[src/hdl/mac_address_text_validator_core_assert.svh]
// Assertion macros used by the RTL of the MAC address text validator.
`ifndef MAC_ADDRESS_TEXT_VALIDATOR_CORE_ASSERT_SVH
`define MAC_ADDRESS_TEXT_VALIDATOR_CORE_ASSERT_SVH

// The consequent must hold in the same cycle as the antecedent.
`define MAVC_ASSERT_SAME(name, clk, rst_n, ante, cons, msg) \
    name: assert property (@(posedge clk) disable iff (!rst_n) (ante) |-> (cons)) \
        else $error(msg);

// The consequent must hold in the cycle after the antecedent.
`define MAVC_ASSERT_NEXT(name, clk, rst_n, ante, cons, msg) \
    name: assert property (@(posedge clk) disable iff (!rst_n) (ante) |=> (cons)) \
        else $error(msg);

`endif

[src/hdl/mavc_pkg.sv]
package mavc_pkg;

    localparam int unsigned CNT_W = 5;
    localparam int unsigned RUN_W = 3;

    localparam logic [CNT_W-1:0] CNT_MAX    = {CNT_W{1'b1}};
    localparam logic [RUN_W-1:0] RUN_MAX    = {RUN_W{1'b1}};
    localparam logic [CNT_W-1:0] MIN_CHARS  = CNT_W'(6);
    localparam logic [CNT_W-1:0] MAX_CHARS  = CNT_W'(17);
    localparam logic [CNT_W-1:0] MIN_DIGITS = CNT_W'(6);
    localparam logic [CNT_W-1:0] MAX_DIGITS = CNT_W'(12);
    localparam logic [CNT_W-1:0] MAX_SEPS   = CNT_W'(5);
    localparam logic [RUN_W-1:0] GROUPS     = RUN_W'(5);
    localparam logic [RUN_W-1:0] PAIR_RUN   = RUN_W'(2);
    localparam logic [RUN_W-1:0] SPLIT_RUN  = RUN_W'(6);

    localparam logic [7:0] CH_DOT   = 8'h2E;
    localparam logic [7:0] CH_DASH  = 8'h2D;
    localparam logic [7:0] CH_COLON = 8'h3A;

    typedef enum logic [2:0] {
        ST_OK        = 3'd0,
        ST_SHORT     = 3'd1,
        ST_LONG      = 3'd2,
        ST_BAD_CHAR  = 3'd3,
        ST_FEW_DIG   = 3'd4,
        ST_MANY_DIG  = 3'd5,
        ST_MANY_SEP  = 3'd6,
        ST_NO_FORMAT = 3'd7
    } status_t;

    typedef struct packed {
        logic fire;
        logic last;
    } step_t;

    function automatic logic is_hex(input logic [7:0] c);
        return c inside {[8'h30:8'h39], [8'h41:8'h46], [8'h61:8'h66]};
    endfunction

endpackage

[src/hdl/mavc_track.sv]
module mavc_track
(
    input  logic              clk,
    input  logic              rst_n,
    input  mavc_pkg::step_t   step,
    input  logic [7:0]        ch,
    output mavc_pkg::status_t status
);

    localparam logic [mavc_pkg::RUN_W-1:0] RUN_ONE = mavc_pkg::RUN_W'(1);

    logic [mavc_pkg::CNT_W-1:0] char_count_reg, char_count_next;
    logic [mavc_pkg::CNT_W-1:0] digit_count_reg, digit_count_next;
    logic [mavc_pkg::CNT_W-1:0] sep_count_reg, sep_count_next;
    logic                       bad_seen_reg, bad_seen_next;
    logic [mavc_pkg::RUN_W-1:0] run_len_reg, run_len_next;
    logic [mavc_pkg::RUN_W-1:0] group_count_reg, group_count_next;
    logic                       colon_alive_reg, colon_alive_next;
    logic                       dash_alive_reg, dash_alive_next;
    logic                       split_alive_reg, split_alive_next;
    logic                       is_sep;
    logic                       run_pair;

    assign is_sep = (ch == mavc_pkg::CH_DOT) || (ch == mavc_pkg::CH_DASH)
                    || (ch == mavc_pkg::CH_COLON);
    assign run_pair = (run_len_reg != '0) && (run_len_reg <= mavc_pkg::PAIR_RUN);

    always_comb
    begin
        char_count_next  = (char_count_reg == mavc_pkg::CNT_MAX) ? char_count_reg
                                                                  : char_count_reg + 1'b1;
        digit_count_next = digit_count_reg;
        sep_count_next   = sep_count_reg;
        bad_seen_next    = bad_seen_reg;
        run_len_next     = run_len_reg;
        group_count_next = group_count_reg;
        colon_alive_next = colon_alive_reg;
        dash_alive_next  = dash_alive_reg;
        split_alive_next = split_alive_reg;
        if (mavc_pkg::is_hex(ch))
        begin
            if (digit_count_reg != mavc_pkg::CNT_MAX)
            begin
                digit_count_next = digit_count_reg + 1'b1;
            end
            if (run_len_reg >= mavc_pkg::PAIR_RUN)
            begin
                colon_alive_next = 1'b0;
                dash_alive_next  = 1'b0;
            end
            if (run_len_reg >= mavc_pkg::SPLIT_RUN)
            begin
                split_alive_next = 1'b0;
            end
            if (run_len_reg != mavc_pkg::RUN_MAX)
            begin
                run_len_next = run_len_reg + 1'b1;
            end
        end
        else if (is_sep)
        begin
            if (sep_count_reg != mavc_pkg::CNT_MAX)
            begin
                sep_count_next = sep_count_reg + 1'b1;
            end
            colon_alive_next = colon_alive_reg && (ch == mavc_pkg::CH_COLON) && run_pair
                               && (group_count_reg < mavc_pkg::GROUPS);
            dash_alive_next  = dash_alive_reg && (ch == mavc_pkg::CH_DASH)
                               && (run_len_reg == mavc_pkg::PAIR_RUN)
                               && (group_count_reg < mavc_pkg::GROUPS);
            split_alive_next = split_alive_reg && (ch == mavc_pkg::CH_DASH)
                               && (run_len_reg == mavc_pkg::SPLIT_RUN)
                               && (group_count_reg == '0);
            if (group_count_reg != mavc_pkg::RUN_MAX)
            begin
                group_count_next = group_count_reg + 1'b1;
            end
            run_len_next = '0;
        end
        else
        begin
            bad_seen_next    = 1'b1;
            colon_alive_next = 1'b0;
            dash_alive_next  = 1'b0;
            split_alive_next = 1'b0;
        end
    end

    always_comb
    begin
        if (char_count_next < mavc_pkg::MIN_CHARS)
        begin
            status = mavc_pkg::ST_SHORT;
        end
        else if (char_count_next > mavc_pkg::MAX_CHARS)
        begin
            status = mavc_pkg::ST_LONG;
        end
        else if (bad_seen_next)
        begin
            status = mavc_pkg::ST_BAD_CHAR;
        end
        else if (digit_count_next < mavc_pkg::MIN_DIGITS)
        begin
            status = mavc_pkg::ST_FEW_DIG;
        end
        else if (digit_count_next > mavc_pkg::MAX_DIGITS)
        begin
            status = mavc_pkg::ST_MANY_DIG;
        end
        else if (sep_count_next > mavc_pkg::MAX_SEPS)
        begin
            status = mavc_pkg::ST_MANY_SEP;
        end
        else if ((digit_count_next == mavc_pkg::MAX_DIGITS) && (sep_count_next == '0))
        begin
            status = mavc_pkg::ST_OK;
        end
        else if (colon_alive_next && (group_count_next == mavc_pkg::GROUPS)
                 && (run_len_next != '0) && (run_len_next <= mavc_pkg::PAIR_RUN))
        begin
            status = mavc_pkg::ST_OK;
        end
        else if (dash_alive_next && (group_count_next == mavc_pkg::GROUPS)
                 && (run_len_next == mavc_pkg::PAIR_RUN))
        begin
            status = mavc_pkg::ST_OK;
        end
        else if (split_alive_next && (group_count_next == RUN_ONE)
                 && (run_len_next == mavc_pkg::SPLIT_RUN))
        begin
            status = mavc_pkg::ST_OK;
        end
        else
        begin
            status = mavc_pkg::ST_NO_FORMAT;
        end
    end

    // The trackers return to their reset values after the last character of a text.
    always_ff @(posedge clk or negedge rst_n)
    begin
        if (!rst_n)
        begin
            char_count_reg  <= '0;
            digit_count_reg <= '0;
            sep_count_reg   <= '0;
            bad_seen_reg    <= 1'b0;
            run_len_reg     <= '0;
            group_count_reg <= '0;
            colon_alive_reg <= 1'b1;
            dash_alive_reg  <= 1'b1;
            split_alive_reg <= 1'b1;
        end
        else if (step.fire)
        begin
            if (step.last)
            begin
                char_count_reg  <= '0;
                digit_count_reg <= '0;
                sep_count_reg   <= '0;
                bad_seen_reg    <= 1'b0;
                run_len_reg     <= '0;
                group_count_reg <= '0;
                colon_alive_reg <= 1'b1;
                dash_alive_reg  <= 1'b1;
                split_alive_reg <= 1'b1;
            end
            else
            begin
                char_count_reg  <= char_count_next;
                digit_count_reg <= digit_count_next;
                sep_count_reg   <= sep_count_next;
                bad_seen_reg    <= bad_seen_next;
                run_len_reg     <= run_len_next;
                group_count_reg <= group_count_next;
                colon_alive_reg <= colon_alive_next;
                dash_alive_reg  <= dash_alive_next;
                split_alive_reg <= split_alive_next;
            end
        end
    end

endmodule

[src/hdl/mac_address_text_validator_core.sv]
// MAC address text validator. The text enters one character per transaction on
// ch, with last set on its final character; one status transaction follows each
// text, and characters without last give none. Status 0 means the text is a MAC
// address in one of the accepted layouts: twelve plain hex digits, six colon
// groups of one or two digits, six dash-separated pairs, or six digits, a dash
// and six digits. The other codes report the first failed check in this order:
// too short, too long, bad character, too few digits, too many digits, too many
// separators, no layout matched. A character is registered on input and handled
// from that register by the trackers, which work out a status combinationally,
// so the block takes one character every cycle while no last character waits,
// and a status is registered as the trackers handle its last character. A last
// character waits in the input register while an earlier status has not been
// taken, and the input stalls for as long as it waits.
`include "mac_address_text_validator_core_assert.svh"

module mac_address_text_validator_core
(
    input  logic       clk,
    input  logic       rst_n,
    input  logic       in_valid,
    output logic       in_ready,
    input  logic [7:0] ch,
    input  logic       last,
    output logic       out_valid,
    input  logic       out_ready,
    output logic [2:0] status
);

    logic              s1_valid_reg, s1_valid_next;
    logic [7:0]        s1_ch_reg;
    logic              s1_last_reg;
    logic              out_valid_reg, out_valid_next;
    logic [2:0]        status_reg;
    logic              out_free;
    logic              s1_fire;
    logic              in_fire;
    mavc_pkg::step_t   step;
    mavc_pkg::status_t track_status;

    assign out_free = !out_valid_reg || out_ready;
    assign s1_fire  = s1_valid_reg && (!s1_last_reg || out_free);
    assign in_ready = !s1_valid_reg || s1_fire;
    assign in_fire  = in_valid && in_ready;

    assign step = '{fire: s1_fire, last: s1_last_reg};

    mavc_track u_track
    (
        .clk    (clk),
        .rst_n  (rst_n),
        .step   (step),
        .ch     (s1_ch_reg),
        .status (track_status)
    );

    always_comb
    begin
        s1_valid_next = in_fire || (s1_valid_reg && !s1_fire);
        if (s1_fire && s1_last_reg)
        begin
            out_valid_next = 1'b1;
        end
        else if (out_ready)
        begin
            out_valid_next = 1'b0;
        end
        else
        begin
            out_valid_next = out_valid_reg;
        end
    end

    always_ff @(posedge clk or negedge rst_n)
    begin
        if (!rst_n)
        begin
            s1_valid_reg  <= 1'b0;
            out_valid_reg <= 1'b0;
        end
        else
        begin
            s1_valid_reg  <= s1_valid_next;
            out_valid_reg <= out_valid_next;
        end
    end

    always_ff @(posedge clk)
    begin
        if (in_fire)
        begin
            s1_ch_reg   <= ch;
            s1_last_reg <= last;
        end
        if (s1_fire && s1_last_reg)
        begin
            status_reg <= track_status;
        end
    end

    assign out_valid = out_valid_reg;
    assign status    = status_reg;

    `MAVC_ASSERT_NEXT(a_last_gives_status, clk, rst_n,
        s1_valid_reg && s1_last_reg && out_free, out_valid,
        "A finished text did not present its status.")
    `MAVC_ASSERT_SAME(a_mid_char_never_stalls, clk, rst_n,
        s1_valid_reg && !s1_last_reg, in_ready && s1_fire,
        "A character inside a text was held back.")
    `MAVC_ASSERT_SAME(a_full_path_blocks_input, clk, rst_n,
        s1_valid_reg && s1_last_reg && out_valid_reg && !out_ready, !in_ready,
        "Input was accepted while a last character was waiting.")

endmodule

[config.mk]
export PLATFORM = sky130hd
export DESIGN_NAME = mac_address_text_validator_core
export DESIGN_NICKNAME = d
export VERILOG_FILES = /design/src/hdl/mavc_pkg.sv /design/src/hdl/mavc_track.sv /design/src/hdl/mac_address_text_validator_core.sv
export VERILOG_INCLUDE_DIRS = /design/src /design/src/hdl
export SDC_FILE = /design/constraint.sdc
export NUM_CORES = 1
export LEC_CHECK = 0
export ABC_CLOCK_PERIOD_IN_PS = 2600
export BUFFER_PORTS_ARGS = -buffer_cell sky130_fd_sc_hd__buf_4
export CAP_MARGIN = 25
export CORE_ASPECT_RATIO = 0.8
export CORE_MARGIN = 4
export CORE_UTILIZATION = 54
export CTS_CLUSTER_SIZE = 30
export DETAILED_ROUTE_END_ITERATION = 8
export GPL_TIMING_DRIVEN = 1
export PLACE_DENSITY = 0.82
export SLEW_MARGIN = 10
export SYNTH_ARGS = -nofsm -noshare
export SYNTH_HDL_FRONTEND = slang
export SYNTH_SLANG_ARGS = --single-unit
[constraint.sdc]
create_clock -name clk -period 2.6 [get_ports clk]
set_clock_uncertainty 0.15 [all_clocks]
set_input_delay 0.26 -clock clk [delete_from_list [all_inputs] [get_ports clk]]
set_output_delay 0.26 -clock clk [all_outputs]
set_load 0.02 [all_outputs]
==> results of run 1 <==
==> layer usage <==
layer	vias up	global-route usage, %	wire length, um
li1	1187	-	-
met1	1201	34.4	3100
met2	81	38.8	3130
met3	10	4.63	397
met4	0	6.50	83
met5	-	0	0
==> worst min-delay path by stage <==
stage             start                          to  cells past startpoint
6_report       in_valid                s1_valid_reg                      2
5_1_grt        in_valid                s1_valid_reg                      2
4_1_cts        in_valid                s1_valid_reg                      2
3_5_place_dp      rst_n  u_track.digit_count_reg[3]                      1
3_3_place_gp      rst_n  u_track.digit_count_reg[3]                      1
2_1_floorplan     rst_n                   out_valid                      0
==> through the flow <==
step	hold WS, ps	setup TNS, ps	setup WS (ps)	power (uW)	utilization [%]
floorplan	-186	-262	-137	985	-
global placement	46.3	-424	-152	1120	65.9
detailed placement	51.7	-563	-223	1140	65.9
CTS	9.03	-578	-199	1720	71.6
global route	14.3	-945	-335	1820	72.6
finish	11.2	-640	-246	1730	72.6
==> cell type report <==
cell class                      count  area [um2]  share of cell area, %
Clock buffer                        7        97.6                   2.94
Tap cell                           60        75.1                   2.26
Inverter                           14        52.6                   1.58
Sequential cell                    39        1040                   31.3
Timing Repair Buffer               73         573                   17.3
Clock inverter                      1        30.0                  0.905
Multi-Input combinational cell    220        1450                   43.7
==> what timing repair did <==
action	CTS	global route
hold buffers	10	0
setup endpoints to repair	3	3
setup buffers	3	2
gates resized for setup	2	6
pin swaps	1	3
endpoints found under the hold margin	33	0
==> worst max-delay path, stage by stage (launching register included) <==
cell,delay (ps)
sky130_fd_sc_hd__edfxtp_1,470
sky130_fd_sc_hd__a31o_1,270
sky130_fd_sc_hd__a211oi_4,320
sky130_fd_sc_hd__buf_4,190
sky130_fd_sc_hd__nand2_1,110
sky130_fd_sc_hd__nand2_1,100
sky130_fd_sc_hd__o211ai_1,80
sky130_fd_sc_hd__or4b_4,500
sky130_fd_sc_hd__a31o_1,230
sky130_fd_sc_hd__a22o_1,180
==> cell usage in the layout (no fill, tap or decap), types with 4 or more instances in the layout <==
cell                            instances
sky130_fd_sc_hd__buf_4                 63
sky130_fd_sc_hd__nand2_1               39
sky130_fd_sc_hd__dfrtp_1               24
sky130_fd_sc_hd__nor2_1                23
sky130_fd_sc_hd__o21ai_0               20
sky130_fd_sc_hd__a21oi_1               18
sky130_fd_sc_hd__inv_1                 14
sky130_fd_sc_hd__edfxtp_1              12
sky130_fd_sc_hd__dlygate4sd3_1         10
sky130_fd_sc_hd__ha_1                   9
sky130_fd_sc_hd__nand3_1                8
sky130_fd_sc_hd__nor3_1                 7
sky130_fd_sc_hd__a31oi_1                6
sky130_fd_sc_hd__o211ai_1               6
sky130_fd_sc_hd__and3_1                 5
sky130_fd_sc_hd__clkbuf_8               5
sky130_fd_sc_hd__a21o_1                 4
sky130_fd_sc_hd__nor2b_1                4
==> power breakdown <==
group / internal, uW / switching [uW]
combinational: 189 / 226
clock: 345 / 225
sequential: 693 / 52.2
==> cell families (layout without fill, tap and decap cells) <==
family / count (synthesis) / in the layout / share of synthesized area, %
and+or+nand+nor: 116 / 116 / 23.2
adders and majority gates: 9 / 9 / 4.43
DFF: 39 / 39 / 40.9
buffers and inverters: 24 / 95 / 3.89
AOI/OAI and AO/OA: 88 / 88 / 24.5
muxes: 5 / 5 / 2.36
xor gates and xnor gates: 2 / 2 / 0.689
==> metrics, run 1 <==
register bit total from synthesis=39; maximum achievable frequency=roughly 350 MHz; Post-Place Cells=between 300 and 400; Hold/Removal Path Class=in2reg; cell area after layout=3320 um2; standby leakage power=approximately 0.0014 uW; final WL=~6700 um; initial standard-cell utilization of the core=55.7%; number of enable flip-flop cells after synthesis=12; maximum level of the CTS H-tree=2; VDD IR-drop max=around 0.43 mV; die height=between 60 and 70 um; proportion of netlist area held by the largest area contributor=between 20% and 30%; total count of max-transition violations in the final report=0; startpoint of the most critical setup path=s1_ch_reg[1]; result of the run=finished with violations; synth unique cells=63; wire length per cell after detailed routing=approximately 16 um; post-synthesis cell type with the largest combined area=sky130_fd_sc_hd__dfrtp_1; number of antenna-violating nets in the routed design=0; post-place instance area=3010 um2; Antenna diodes=0; element type at the critical path start=register; mean area per synthesized cell=between 8 and 9 um2; global-route wire length before repair=11600 um; Worst-Skew Late Latency=300 ps; destination of the worst register-to-register timing path=status[1]; total nets after synthesis=roughly 310; HPWL after detailed placement=approximately 5000 um; arrival time at the worst endpoint=around 2800 ps; global-route total usage across every layer=24.5%; CTS tree=built; final hold viol count=0; Worst R2R Path Depth=9; overall die area=slightly below 6000 um2; maximum fanout along the worst path=5; Reg2Reg Launch Point=s1_ch_reg[1]; # fillers=352; number of standard-cell rows in the floorplan=22; most frequent cell after synthesis=sky130_fd_sc_hd__nand2_1; share of synthesized flip-flops with an asynchronous set or reset=~69%; Die X-Extent=around 85 um; root buffer selected by CTS=sky130_fd_sc_hd__clkbuf_8; largest net degree at the start of global routing=28; register area share after synthesis=a little over 40%; DR vias=~2500; CTS clk-pin slew, worst paths=80 ps; fraction of final layout cells with drive strength greater than 1=roughly 26%; Least-Margin Pin Slew=between 600 and 700 ps; RD Place Congestion=0.939; average via count per standard cell=approximately 6.0; nature of the critical path endpoint=register; Final setup viols=3; violations in the final reports=negative setup slack; DRC violation count after routing=0; Boundary Pins=18; RSZ-0062 raised after global routing=true; Power Density=~520 nW/um2; minimum clock period=2850 ps; buffers from clock root to sink, at most=2; vias in the first global route=~2400; required time reported for the critical path endpoint=approximately 2500 ps; relative max-transition margin=~55%; IO buf count=17; Iteration-0 DRC Markers=around 290; number of warnings reported in the yosys synthesis log=0; critical path capture point=status[1]; gate count after technology mapping=283; leading cell types by count after synthesis=sky130_fd_sc_hd__nand2_1 (39), sky130_fd_sc_hd__dfrtp_1 (24), sky130_fd_sc_hd__nor2_1 (23); # clock sinks=39; initial antenna violation count=0; gr ovfl total=0; max FFs per register=8; Post-Syn Area=~2500 um2; flop2flop setup slack=-250 ps; Worst Path Class, Setup=reg2reg; most instantiated flip-flop cell in the synthesis netlist=sky130_fd_sc_hd__dfrtp_1; Syn-to-layout area delta=30.4%; Inserted Clock Buffers=5; count of nets after finishing=about 380; final worst path period share=109%; max_cap viols=0; number of optimization iterations in the first detailed-route pass=5; Worst Setup Slack, final=-246 ps; Final Non-Filler Cells=414; area inside the core boundary=4570 um2; cell types with the largest area share after synthesis=sky130_fd_sc_hd__dfrtp_1 (24%), sky130_fd_sc_hd__edfxtp_1 (14%), sky130_fd_sc_hd__nand2_1 (5.8%), sky130_fd_sc_hd__ha_1 (4.4%), sky130_fd_sc_hd__o21ai_0 (3.9%)
(Power assumes the default switching activity.)
==> inputs of run 2 (changes only) <==
--- a/config.mk
+++ b/config.mk
@@ -16,6 +16,7 @@
 export DETAILED_ROUTE_END_ITERATION = 8
 export GPL_TIMING_DRIVEN = 1
 export PLACE_DENSITY = 0.82
+export SETUP_SLACK_MARGIN = 0.5
 export SLEW_MARGIN = 10
 export SYNTH_ARGS = -nofsm -noshare
 export SYNTH_HDL_FRONTEND = slang
==> run 2 against run 1 <==
Net effect: register-to-register slack is essentially flat; hold slack better by 6.7 ps; maximum frequency fell by 0.15%; total power shrank 2.0%; critical endpoint unchanged; combinational power is 10% higher; final area rose by 5.3%; cell count up 1.9%; the flow still finishes with violations (negative setup slack).
==> metrics, run 2 (synthesis results as in run 1) <==
RSZ-0062 raised after global routing=true; area inside the core boundary=about 4600 um2; endpoint with the worst hold slack=s1_valid_reg; Least-Margin Pin Slew=646 ps; Syn-to-layout area delta=37.4%; RD Place Congestion=a little over 1; violations in the final reports=negative setup slack; relative max-transition margin=a little under three fifths; gr ovfl total=0; Crit path largest cell delay=between 500 and 600 ps; Final setup viols=3; number of antenna-violating nets in the routed design=0; most used cells in the layout excluding fill and tap cells=sky130_fd_sc_hd__buf_4 (65), sky130_fd_sc_hd__nand2_1 (37), sky130_fd_sc_hd__dfrtp_1 (24); Reg2Reg Launch Point=s1_ch_reg[2]; # clock sinks=39; final WL=slightly below 8000 um; largest net degree at the start of global routing=28; number of optimization iterations in the first detailed-route pass=5; maximum level of the CTS H-tree=2; Worst R2R Path Depth=8; final worst path period share=110%; max FFs per register=8; vias in the first global route=~2600; nature of the critical path endpoint=register; CTS clk-pin slew, worst paths=about 80 ps; IO buf count=17; Boundary Pins=18; Post-Place Cells=about 390; die height=approximately 69 um; buffers from clock root to sink, at most=2; buffers and inverters on the worst path=0; HPWL after detailed placement=a little over 5000 um; Worst-Skew Late Latency=about 310 ps; DRC violation count after routing=0; overall die area=5880 um2; maximum achievable frequency=approximately 350 MHz; required time reported for the critical path endpoint=2520 ps; Iteration-0 DRC Markers=around 240; Die X-Extent=84.7 um; cell area after layout=~3500 um2; cells along the critical path=and4bb_1 > o21ba_4 > o21ai_0 > mux2i_2 > nand2_1 > or4b_4 > a31o_1 > a22o_1; flop2flop setup slack=-250 ps; delay-heaviest family, CP=simple AND/OR/NAND/NOR gates; Final Non-Filler Cells=between 400 and 500; average via count per standard cell=6.15; arrival time at the worst endpoint=2770 ps; result of the run=finished with violations; post-place instance area=3030 um2; destination of the worst register-to-register timing path=status[1]; count of nets after finishing=about 380; CTS tree=built; final hold viol count=0; worst min-delay path startpoint=in_valid; standby leakage power=approximately 0.0015 uW; initial antenna violation count=0; wire length per cell after detailed routing=around 19 um; startpoint of the most critical setup path=s1_ch_reg[2]; Antenna diodes=0; root buffer selected by CTS=sky130_fd_sc_hd__clkbuf_8; Hold/Removal Path Class=in2reg; fraction of final layout cells with drive strength greater than 1=roughly 34%; global-route wire length before repair=~12000 um; global-route total usage across every layer=26.0%; number of standard-cell rows in the floorplan=22; maximum fanout along the worst path=5; element type at the critical path start=register; cell depth of the worst min-delay path=2; Worst Path Class, Setup=reg2reg; total count of max-transition violations in the final report=0; most common library cell in the layout ignoring fill and taps=sky130_fd_sc_hd__buf_4; Inserted Clock Buffers=5; Worst Setup Slack, final=-250 ps; minimum clock period=between 2000 and 3000 ps; Power Density=485 nW/um2; VDD IR-drop max=slightly below 0.4 mV; DR vias=~2600; max_cap viols=0; Critical Path Slowest Stage Cell=sky130_fd_sc_hd__or4b_4; initial standard-cell utilization of the core=a little under three fifths
run 2: final cells by class:
| type | instances | area (um2) |
|---|---|---|
| tap | 60 | 75.1 |
| timing repair buffer | 81 | 654 |
| sequential | 39 | 1040 |
| fill | 322 | 1070 |
| inverter | 14 | 52.6 |
| multi-input combinational | 220 | 1560 |
| clock inverter | 2 | 15.0 |
| clock buffer | 6 | 93.8 |
run 2: through the flow:
stage | hold WS, ps | util [%] | setup slack [ps] | setup TNS, ps | power, uW
after CTS | 14.9 | 72.6 | -177 | -524 | 1650
final | 17.9 | 76.5 | -250 | -621 | 1700
after detailed placement | 52.3 | 66.4 | -242 | -668 | 1150
after global placement | 47.4 | 66.4 | -201 | -475 | 1130
after floorplan | -186 | - | -137 | -262 | 985
after global routing | 26.0 | 76.5 | -308 | -845 | 1780
run 2: worst max-delay path by stage:
| stage | endpoint | slack [ps] | cells past startpoint |
|---|---|---|---|
| after global routing | status[2] | -310 | 9 |
| after CTS | status[1] | -180 | 8 |
| final | status[1] | -250 | 8 |
| after detailed placement | status[2] | -240 | 8 |
| after global placement | status[1] | -200 | 8 |
| after floorplan | status[1] | -140 | 8 |
run 2: timing repair:
action	in CTS	in global routing
setup buffers	5	5
hold buffers	11	0
cloned	0	0
setup endpoints to repair	6	17
gates resized for setup	7	36
pin swaps	6	12
endpoints found under the hold margin	34	0
run 2: metal layers:
metal  wire [um]  GRT usage, %  up-vias
met5           0             0        -
met2        3700          40.8      133
met1        3350          35.7     1239
met4         174          9.49        0
met3         610          4.99       19
li1            -             -     1206
run 2: where the power goes:
group | internal, uW | switching [uW] | total [uW]
logic | 205 | 253 | 458
registers | 693 | 55.0 | 748
clock network | 251 | 238 | 489
run 2: worst register-to-register path: cells and delay by family, from the launching register on:
| family | cells | cell delay [ps] |
|---|---|---|
| AND/OR/NAND/NOR | 3 | 910 |
| AO/OA/AOI/OAI | 4 | 790 |
| multiplexers | 1 | 250 |
| flip-flops | 1 | 510 |
==> inputs of run 3 (changes only) <==
--- a/config.mk
+++ b/config.mk
@@ -17,6 +17,7 @@
 export GPL_TIMING_DRIVEN = 1
 export PLACE_DENSITY = 0.82
 export SETUP_SLACK_MARGIN = 0.5
+export SKIP_LAST_GASP = 1
 export SLEW_MARGIN = 10
 export SYNTH_ARGS = -nofsm -noshare
 export SYNTH_HDL_FRONTEND = slang
==> run 3 against run 2 <==
Net effect: the run still ends with negative setup slack left; sequential power barely moved; die area did not move; cell count did not move; final area fell by 1.1%; critical path depth rose by 1; largest cell class unchanged.
==> metrics, run 3 (synthesis results as in run 1) <==
result of the run=finished with violations; violations in the final reports=negative setup slack; initial antenna violation count=0; final worst path period share=107%; Critical Path Slowest Stage Cell=sky130_fd_sc_hd__or4b_4; average via count per standard cell=about 6.2; Inserted Clock Buffers=5; area inside the core boundary=between 4000 and 5000 um2; HPWL after detailed placement=5140 um; maximum fanout along the worst path=6; number of standard-cell rows in the floorplan=22; # clock sinks=39; Boundary Pins=18; cell seen most often among critical-path stages=sky130_fd_sc_hd__a31o_1; RD Place Congestion=between 1 and 1.5; cell depth of the worst min-delay path=2; initial standard-cell utilization of the core=between 50 and 60%; final hold viol count=0; global routing met3 resource utilization=around 5%; buffers from clock root to sink, at most=2; Final Non-Filler Cells=~420; relative max-transition margin=around three fifths; global routing's busiest layer=met2; most common library cell in the layout ignoring fill and taps=sky130_fd_sc_hd__buf_4; worst slack, placed=-242 ps; Post-Place Cells=roughly 400; DR vias=2608; cell area after layout=3460 um2; Power Density=488 nW/um2; root buffer selected by CTS=sky130_fd_sc_hd__clkbuf_8; Worst Path Class, Setup=reg2reg; Total Power Consumption=between 1500 and 2000 uW; Syn-to-layout area delta=35.9%; Worst Setup Slack, final=-186 ps; required time reported for the critical path endpoint=2520 ps; arrival time at the worst endpoint=about 2700 ps; worst min-delay path startpoint=in_valid; maximum level of the CTS H-tree=2; met1 usage in global routing=about 36%; DRC violation count after routing=0; Least-Margin Pin Slew=between 600 and 700 ps; Worst-Skew Late Latency=around 300 ps; die height=69.4 um; destination of the worst register-to-register timing path=status[1]; number of antenna-violating nets in the routed design=0; Crit path largest cell delay=roughly 480 ps; vias in the first global route=2552; minimum clock period=2790 ps; max FFs per register=8; Hold/Removal Path Class=in2reg; Die X-Extent=about 85 um; max_cap viols=0; Antenna diodes=0; standby leakage power=~0.0015 uW; flop2flop setup slack=-190 ps; count of nets after finishing=approximately 380; global-route total usage across every layer=a little over a quarter; maximum achievable frequency=~360 MHz; RSZ-0062 raised after global routing=true; gr ovfl total=0; cells along the critical path=a31o_1 > a211oi_4 > buf_4 > and2_4 > nand2_1 > o21ai_1 > or4b_4 > a31o_1 > a22o_1; IO buf count=17; Final setup viols=3; final worst hold slack=20.4 ps; global-route wire length before repair=~12000 um; met2 demand-to-capacity share in global routing=between 40% and 50%; overall die area=about 5900 um2; post-place instance area=approximately 3000 um2; largest net degree at the start of global routing=28; endpoint with the worst hold slack=s1_valid_reg; most used cells in the layout excluding fill and tap cells=sky130_fd_sc_hd__buf_4 (69), sky130_fd_sc_hd__nand2_1 (38), sky130_fd_sc_hd__dfrtp_1 (24); CTS clk-pin slew, worst paths=approximately 80 ps; final WL=approximately 7700 um; Worst R2R Path Depth=9; VDD IR-drop max=between 0.3 and 0.4 mV; number of optimization iterations in the first detailed-route pass=5; CTS tree=built; nature of the critical path endpoint=register; wire length per cell after detailed routing=between 15 and 20 um; total count of max-transition violations in the final report=0; element type at the critical path start=register; Iteration-0 DRC Markers=about 230; Reg2Reg Launch Point=s1_ch_reg[0]; fraction of final layout cells with drive strength greater than 1=approximately a third
run 3: cell count changes in the layout (fill, tap and decap cells not counted), moves of 2 or more:
cell                     previous run  this run
sky130_fd_sc_hd__buf_4             65        69
sky130_fd_sc_hd__buf_6              5         1
sky130_fd_sc_hd__nor2_1            18        20
sky130_fd_sc_hd__nor2_2             4         2
run 3: power by group:
part	switching [uW]	total, uW	internal (uW)
Sequential	53.5	747	693
Clock	238	489	251
Combinational	248	450	203
Total	539	1690	1150
run 3: how the worst max path moves through the flow:
stage / start / endpoint / slack [ps] / cells past startpoint
after floorplan: s1_ch_reg[6] / status[1] / -140 / 8
after global placement: s1_ch_reg[1] / status[1] / -200 / 8
after detailed placement: s1_ch_reg[1] / status[2] / -240 / 8
after CTS: s1_ch_reg[1] / status[1] / -180 / 8
after global routing: s1_ch_reg[0] / status[2] / -310 / 9
final: s1_ch_reg[0] / status[1] / -190 / 9
run 3: layout make-up:
class	instances	area [um2]
inverter	14	52.6
fill	333	1110
clock buffer	6	93.8
timing repair buffer	81	639
multi-input combinational	220	1540
sequential	39	1040
tap	60	75.1
clock inverter	2	15.0
run 3: what timing repair did:
item / in CTS / in global routing
hold buffers: 11 / 0
setup buffers: 5 / 5
endpoints found under the setup margin: 6 / 17
hold endpoints to repair: 34 / 0
pin swaps: 6 / 8
cloned: 0 / 0
resized for setup: 7 / 25
run 3: metrics by stage:
step,TNS [ps],util (%)
6_report,-498,75.7
5_1_grt,-845,75.7
4_1_cts,-524,72.6
3_5_place_dp,-668,66.4
3_3_place_gp,-475,66.4
2_1_floorplan,-262,-
run 3: worst max-delay path, delay by kind of cell, from the launching register on:
kind | cells | cell delay, ps
AOI/OAI and AO/OA | 5 | 1080
buffers and inverters | 1 | 170
DFF | 1 | 450
and+or+nand+nor | 3 | 720
run 3: layer usage:
| layer | vias up | routed length [um] |
|---|---|---|
| met5 | - | 0 |
| met4 | 0 | 199 |
| met3 | 26 | 593 |
| met1 | 1246 | 3320 |
| met2 | 129 | 3550 |
| li1 | 1207 | - |
